<file path="src/design/ip_connection_limit_ban_table_defines.svh">
// Assertion macros for the connection limit ban table
`ifndef IP_CONNECTION_LIMIT_BAN_TABLE_DEFINES_SVH
`define IP_CONNECTION_LIMIT_BAN_TABLE_DEFINES_SVH

`ifndef SYNTHESIS
`define IPCLB_ASSERT(label, prop) \
    label: assert property (@(posedge clk) disable iff (!rst_n) prop) \
        else $error("ipclb assertion failed");
`define IPCLB_ASSERT_NEVER(label, prop) \
    label: assert property (@(posedge clk) disable iff (!rst_n) !(prop)) \
        else $error("ipclb forbidden condition seen");
`else
`define IPCLB_ASSERT(label, prop)
`define IPCLB_ASSERT_NEVER(label, prop)
`endif

`endif

</file>
<file path="src/design/ipclb_pkg.sv">
// Package: widths, register indexes, verdict codes, state and token types
package ipclb_pkg;

    localparam int BAN_ENTRIES_DEF  = 64;
    localparam int SAFE_ENTRIES_DEF = 4;

    localparam int ADDR_W     = 32;
    localparam int TIME_W     = 32;
    localparam int COUNT_W    = 16;
    localparam int SECONDS_W  = 16;
    localparam int SAFE_CNT_W = 3;
    localparam int VERDICT_W  = 2;
    localparam int CFG_IDX_W  = 3;
    localparam int CFG_DATA_W = 32;

    localparam logic [CFG_IDX_W-1:0] REG_SAFE_COUNT  = 3'd0;
    localparam logic [CFG_IDX_W-1:0] REG_SAFE_ADDR_A = 3'd1;
    localparam logic [CFG_IDX_W-1:0] REG_SAFE_ADDR_B = 3'd2;
    localparam logic [CFG_IDX_W-1:0] REG_SAFE_ADDR_C = 3'd3;
    localparam logic [CFG_IDX_W-1:0] REG_SAFE_ADDR_D = 3'd4;
    localparam logic [CFG_IDX_W-1:0] REG_LIMIT       = 3'd5;
    localparam logic [CFG_IDX_W-1:0] REG_BAN_SECONDS = 3'd6;

    localparam logic [COUNT_W-1:0]   LIMIT_RESET       = 16'd20;
    localparam logic [SECONDS_W-1:0] BAN_SECONDS_RESET = 16'd300;

    localparam logic [VERDICT_W-1:0] VERDICT_SAFE    = 2'd0;
    localparam logic [VERDICT_W-1:0] VERDICT_UNDER   = 2'd1;
    localparam logic [VERDICT_W-1:0] VERDICT_BANNED  = 2'd2;
    localparam logic [VERDICT_W-1:0] VERDICT_NEW_BAN = 2'd3;

    typedef enum logic [1:0] {
        ST_IDLE,
        ST_CHECK,
        ST_SCAN,
        ST_EMIT
    } state_t;

    // lookup token walking the cell row
    typedef struct packed {
        logic              valid;
        logic [ADDR_W-1:0] peer;
        logic [TIME_W-1:0] now;
        logic [TIME_W-1:0] expiry;
        logic              ban;
        logic              hit;
        logic              slot_taken;
    } token_t;

    // end-of-scan broadcast: resolve tentative inserts
    typedef struct packed {
        logic fin;
        logic keep;
    } commit_t;

endpackage

</file>
<file path="src/design/ipclb_cell.sv">
// One ban table entry; checks and forwards the lookup token each cycle
module ipclb_cell (
    input  logic              clk,
    input  logic              rst_n,
    input  ipclb_pkg::token_t  tok_in,
    input  ipclb_pkg::commit_t commit,
    output ipclb_pkg::token_t  tok_out
);
    import ipclb_pkg::*;

    logic              valid_reg, valid_next;
    logic              pending_reg, pending_next;
    logic [ADDR_W-1:0] addr_reg, addr_next;
    logic [TIME_W-1:0] expiry_reg, expiry_next;
    token_t            tok_reg, tok_next;

    logic active;
    logic match;
    logic live;
    logic free_here;
    logic take;

    always_comb
    begin
        active    = tok_in.valid && !tok_in.hit;
        match     = valid_reg && (addr_reg == tok_in.peer);
        live      = (expiry_reg == '0) || (expiry_reg > tok_in.now);
        free_here = !valid_reg || (match && !live);
        take      = active && free_here && tok_in.ban && !tok_in.slot_taken;

        valid_next   = valid_reg;
        pending_next = pending_reg;
        addr_next    = addr_reg;
        expiry_next  = expiry_reg;
        tok_next     = tok_in;

        if (active && match && live)
        begin
            tok_next.hit = 1'b1;
        end
        if (active && match && !live)
        begin
            valid_next = 1'b0;
        end
        if (take)
        begin
            pending_next        = 1'b1;
            addr_next           = tok_in.peer;
            expiry_next         = tok_in.expiry;
            tok_next.slot_taken = 1'b1;
        end
        if (commit.fin)
        begin
            pending_next = 1'b0;
            if (pending_reg && commit.keep)
            begin
                valid_next = 1'b1;
            end
        end
    end

    always_ff @(posedge clk or negedge rst_n)
    begin
        if (!rst_n)
        begin
            valid_reg   <= 1'b0;
            pending_reg <= 1'b0;
            tok_reg     <= '0;
        end
        else
        begin
            valid_reg   <= valid_next;
            pending_reg <= pending_next;
            tok_reg     <= tok_next;
        end
    end

    always_ff @(posedge clk)
    begin
        addr_reg   <= addr_next;
        expiry_reg <= expiry_next;
    end

    assign tok_out = tok_reg;

endmodule

</file>
<file path="config.mk">
export PLATFORM = sky130hd
export DESIGN_NAME = ipclb_cell
export DESIGN_NICKNAME = d
export VERILOG_FILES = /design/src/design/ip_connection_limit_ban_table_defines.svh /design/src/design/ipclb_pkg.sv /design/src/design/ipclb_cell.sv
export SDC_FILE = /design/constraint.sdc
export NUM_CORES = 1
export LEC_CHECK = 0
export BUFFER_PORTS_ARGS = -buffer_cell sky130_fd_sc_hd__buf_2
export CAP_MARGIN = 20
export CORE_UTILIZATION = 40
export CTS_CLUSTER_SIZE = 28
export DETAILED_ROUTE_END_ITERATION = 10
export PLACE_DENSITY_LB_ADDON = 0.12
export SYNTH_ARGS = -nofsm -noshare
export SYNTH_HDL_FRONTEND = slang
export SYNTH_SLANG_ARGS = --single-unit
export TNS_END_PERCENT = 50
</file>
<file path="constraint.sdc">
create_clock -name clk -period 7.3 [get_ports clk]
set_input_delay 1.095 -clock clk [delete_from_list [all_inputs] [get_ports clk]]
set_output_delay 1.095 -clock clk [all_outputs]
set_load 0.02 [all_outputs]
</file>
-- Word-level counts from Yosys, hierarchy flattened
Cells that the tools add are included.
- register bits after elaboration: 166
- input bits: 104
- magnitude comparators: 1
- eq/ne operators: 1
- mux-type cells: 7
- reductions and logical operators: 18
- operator list (operator ; count):
    $eq A32 B32 Y1 ; 1
    $gt A32 B32 Y1 ; 1
    $logic_not A32 Y1 ; 1
    $logic_and A1 B1 Y1 ; 10
    $mux W1 ; 7
    $logic_not A1 Y1 ; 4
    $logic_or A1 B1 Y1 ; 2
    $reduce_bool A2 Y1 ; 1

-- Logic depth before layout (Yosys ltp)
- depth after elaboration: 10
- gate-level depth with buffers: 8
- mapped depth without buffers: 8

-- Worst setup path after synthesis
Ideal clock, no wire load.
- path type: in2reg
- start point: input port tok_in[58] (netlist name)
- end point: register addr_reg[0], enable pin
- library setup time: 0.507 ns
- arrival: 5.624 ns
- slack: 1.169 ns
- stages: 8
- path buffers: 0
- cells stage by stage: inv_1 > ha_1 > nand4_1 > or4_4 > o21bai_1 > o22a_2 > nand3_2 > a21oi_1
- cells in the longest elaborated chain, start to end: 8
- RTL lines (element ; RTL line ; text):
    start: declaration ; ipclb_cell.sv:5 ; input ipclb_pkg::token_t tok_in,
    $gt A32 B32 Y1 ; ipclb_cell.sv:27 ; live = (expiry_reg == '0) || (expiry_reg > tok_in.now);
    $logic_or A1 B1 Y1 ; ipclb_cell.sv:27 ;
    $logic_not A1 Y1 ; ipclb_cell.sv:28 ; free_here = !valid_reg || (match && !live);
    $logic_and A1 B1 Y1 ; ipclb_cell.sv:28 ;
    $logic_or A1 B1 Y1 ; ipclb_cell.sv:28 ;
    $logic_and A1 B1 Y1 (3 in a row) ; ipclb_cell.sv:29 ; take = active && free_here && tok_in.ban && !tok_in.slot_taken;
    via take ; ipclb_cell.sv:21 ; logic take;
    end signal: assignment ; ipclb_cell.sv:80 ; addr_reg <= addr_next;
    end: declaration ; ipclb_cell.sv:13 ; logic [ADDR_W-1:0] addr_reg, addr_next;
The timed path passes the listed nets, and every way through them passes these cells.
A chain may end at the register's enable or synchronous reset.

-- Final worst setup path
- start point: input port tok_in[58] (netlist name)
- end point: register expiry_reg[25], enable pin
- cells in the longest elaborated chain, start to end: 8
- RTL lines (element ; RTL line ; text):
    $gt A32 B32 Y1 ; ipclb_cell.sv:27 ;
    $logic_or A1 B1 Y1 ; ipclb_cell.sv:27 ;
    $logic_not A1 Y1 ; ipclb_cell.sv:28 ;
    $logic_and A1 B1 Y1 ; ipclb_cell.sv:28 ;
    $logic_or A1 B1 Y1 ; ipclb_cell.sv:28 ;
    $logic_and A1 B1 Y1 (3 in a row) ; ipclb_cell.sv:29 ;
    via take ; ipclb_cell.sv:21 ;
    end signal: assignment ; ipclb_cell.sv:81 ; expiry_reg <= expiry_next;
    end: declaration ; ipclb_cell.sv:14 ; logic [TIME_W-1:0] expiry_reg, expiry_next;
The timed path passes the listed nets, and every way through them passes these cells.

==> impl_metrics.json <==
{
  "status": "complete, no violations",
  "worst_pin_slew_ps": 901,
  "place_congestion": 0.821,
  "pre_cts_slack_ps": 2740,
  "cts_made_buffers": 17,
  "drt-vias-per-instance": 4.66,
  "r2r_start": "expiry_reg[22]",
  "p_total_mw": 2.06,
  "syn_area_per_cell_um2": 16.4,
  "ys_seq_area_share_pct": 76.1,
  "rsz0062_at_grt": "false",
  "worstSetupPathType": "in2reg",
  "largest_reg_flops": 100,
  "core_region_area_um2": 14100,
  "pwr-share-seq_pct": 49.5,
  "period_share_pct": 55.3,
  "ys_types": 36,
  "clk-insertion-delay-late_ps": 420,
  "first_global_vias": 3638,
  "holdPathStages": 1,
  "critPathRequiredTime_ps": 7360,
  "switchingPower_mw": 0.461,
  "antenna_found_initial": 0,
  "setup_ws_ps": 3260,
  "drt_iter0_markers": 212,
  "critPathArrivalTime_ps": 4090,
  "cap_violations": 0,
  "power_density_nw_per_um2": 266,
  "tns_ps": 0,
  "multi_input_area_um2": 1280,
  "ant_nets": 0,
  "fp.dieH_um": 123,
  "cts.sinks": 166,
  "drive_gt1_share_pct": 41.1,
  "syn_area_um2": 5880,
  "fillers": 1172,
  "holdBufCountCts": 0,
  "cts_htree_levels": 4,
  "post_cts_buffers": 0,
  "drc_errors": 0,
  "reg2reg_setup_slack_ps": 3650,
  "die_width_um": 123,
  "startpoint_type": "input port",
  "core.rowCount": 43,
  "power.internal_mw": 1.60,
  "initial_utilization_pct": 41.7,
  "grt-ovfl-total": 0,
  "ios": 204,
  "vdd_drop_max_mv": 0.143,
  "p_leak_nw": 3.58,
  "clk_pin_slew_ps": 60,
  "post-dp-hpwl_um": 8820,
  "ys_ff_latch": 166,
  "syn-num-nets": 494,
  "share_comb_of_total_power_pct": 8.2,
  "reg2reg_depth": 8,
  "finalHoldViolations": 0,
  "cts-root-buf": "clkbuf_16",
  "vias": 3603,
  "drv_slew": 0,
  "grt_max_degree": 54,
  "skew_ps": 5.72,
  "io_buffers": 203,
  "fmax_mhz": 248,
  "wl_per_cell_um": 15.3,
  "die_area_um2": 15200,
  "hold_start": "valid_reg",
  "end_kind": "flip-flop",
  "p_sw_share_pct": 22.4,
  "ys_warn_count": 0,
  "setup_viol": 0,
  "area_delta_synth_final_pct": 31.4,
  "grt.total_usage_pct": 16.4,
  "finalCriticalPeriod_ps": 4040,
  "first_pass_iters": 4,
  "wl_um": 11800,
  "p_clk_share_pct": 42.3,
  "cts_buffer_depth": 2,
  "seqCellArea_um2": 4470,
  "cts_resized": 0,
  "syn_inst": 358,
  "worstPathMaxFanout": 38,
  "r2r_end": "expiry_reg[25]",
  "final_util_pct": 54.8,
  "n_antenna_cell": 0,
  "grt_pass1_wl_um": 18100,
  "worstHoldEndpoint": "valid_reg",
  "cts_tree": "built",
  "nets": 718,
  "hold_class": "reg2reg",
  "relSlewSlack_pct": 39.8
}
==> cells in the final DEF (no fill, tap or decap), types with 2 or more instances in the layout <==
master	n
o21ai_0	4
clkinv_4	2
ha_1	32
nand4_2	3
xor2_1	27
clkbuf_1	3
clkbuf_16	17
and2b_1	2
dfrtp_1	102
buf_4	3
or4_4	2
nand3_1	4
nor2_1	6
a21oi_1	14
bufinv_16	2
clkinv_2	2
nand2_1	7
nor3_1	3
edfxtp_1	64
o2111ai_1	2
nand2b_1	5
buf_2	202
a221oi_1	3
clkbuf_8	3
nor4_1	14
inv_1	38
nand4_1	8
==> metrics by stage <==
| stage | instances | instance area, um2 | hold WS, ps |
|---|---|---|---|
| 2_1_floorplan | 358 | 5880 | 481 |
| 3_3_place_gp | 743 | 7150 | 522 |
| 3_5_place_dp | 743 | 7150 | 526 |
| 4_1_cts | 774 | 7730 | 539 |
| 5_1_grt | 774 | 7730 | 556 |
| 6_report | 774 | 7730 | 530 |
==> cells by family (layout without fill, tap and decap cells) <==
group                      count (synthesis)  count (layout)  synth area share [%]
AOI/OAI and AO/OA                         34              34                  3.94
xor gates and xnor gates                  27              27                  4.02
and+or+nand+nor                           61              61                  6.74
adders and majority gates                 32              32                  6.81
DFF                                      166             166                  76.1
buffers and inverters                     38             274                  2.43
==> how the worst max path moves through the flow <==
stage | start | end | slack, ps | cells past startpoint
finish | tok_in[58] | expiry_reg[25] | 3260 | 10
global route | tok_in[65] | expiry_reg[30] | 3000 | 10
CTS | tok_in[65] | expiry_reg[23] | 3190 | 10
detailed placement | tok_in[65] | expiry_reg[22] | 2740 | 10
global placement | tok_in[65] | expiry_reg[21] | 2840 | 10
floorplan | tok_in[58] | addr_reg[0] | 1170 | 8
==> layout make-up <==
cell class / count / area share, %
Clock inverter: 8 / 1.28
Tap cell: 180 / 2.91
Timing Repair Buffer: 205 / 13.4
Clock buffer: 23 / 6.18
Inverter: 38 / 1.85
Sequential cell: 166 / 57.9
Multi-Input combinational cell: 154 / 16.5
==> power groups by stage <==
stage	Combinational [mW]	Clock, mW	Sequential (mW)
2_1_floorplan	0.0398	0	1.08
3_3_place_gp	0.169	0	1.04
3_5_place_dp	0.172	0	1.04
4_1_cts	0.173	0.894	1.02
5_1_grt	0.188	0.931	1.02
6_report	0.169	0.871	1.02
==> synthesized netlist by cell type <==
library cell    n  area (um2)
a2111o_1        1        11.3
a21o_1          1        7.51
a21oi_1        15        75.1
a221oi_1        3        26.3
a22o_1          1        8.76
a311o_2         1        11.3
a32o_1          1        10.0
and2b_1         2        15.0
dfrtp_1       102        2550
edfxtp_1       64        1920
ha_1           32         400
inv_1          38         143
nand2_1         7        26.3
nand2b_1        5        31.3
nand3_1         4        20.0
nand3_2         1        10.0
nand3b_1        1        7.51
nand4_1         8        50.1
nand4_2         3        37.5
nor2_1          6        22.5
nor2b_1         1        6.26
nor2b_2         1        8.76
nor3_1          3        15.0
nor4_1         14        87.6
nor4_4          1        21.3
o2111ai_1       2        17.5
o211ai_1        1        7.51
o21ai_0         4        20.0
o21bai_1        1        7.51
o22a_2          1        10.0
o22ai_1         1        6.26
o31ai_2         1        12.5
or2b_1          1        7.51
or4_1           1        7.51
or4_4           2        22.5
xor2_1         27         236
==> worst max-delay path: stages <==
cell	delay [ps]
buf_2	90
inv_1	40
ha_1	300
nand4_1	150
or4_4	590
nor2_1	170
o22a_2	190
nand3_2	130
a21oi_4	760
buf_4	560
==> metal layers <==
metal  share of wire, %  track usage [%]  up-vias
li1                   -                -     1731
met1                 43             20.6     1717
met2                 48             25.3      139
met3                8.1             6.04       16
met4                1.7             7.23        0
met5                  0                0        -
No activity file was read; power rests on OpenSTA's default activity.
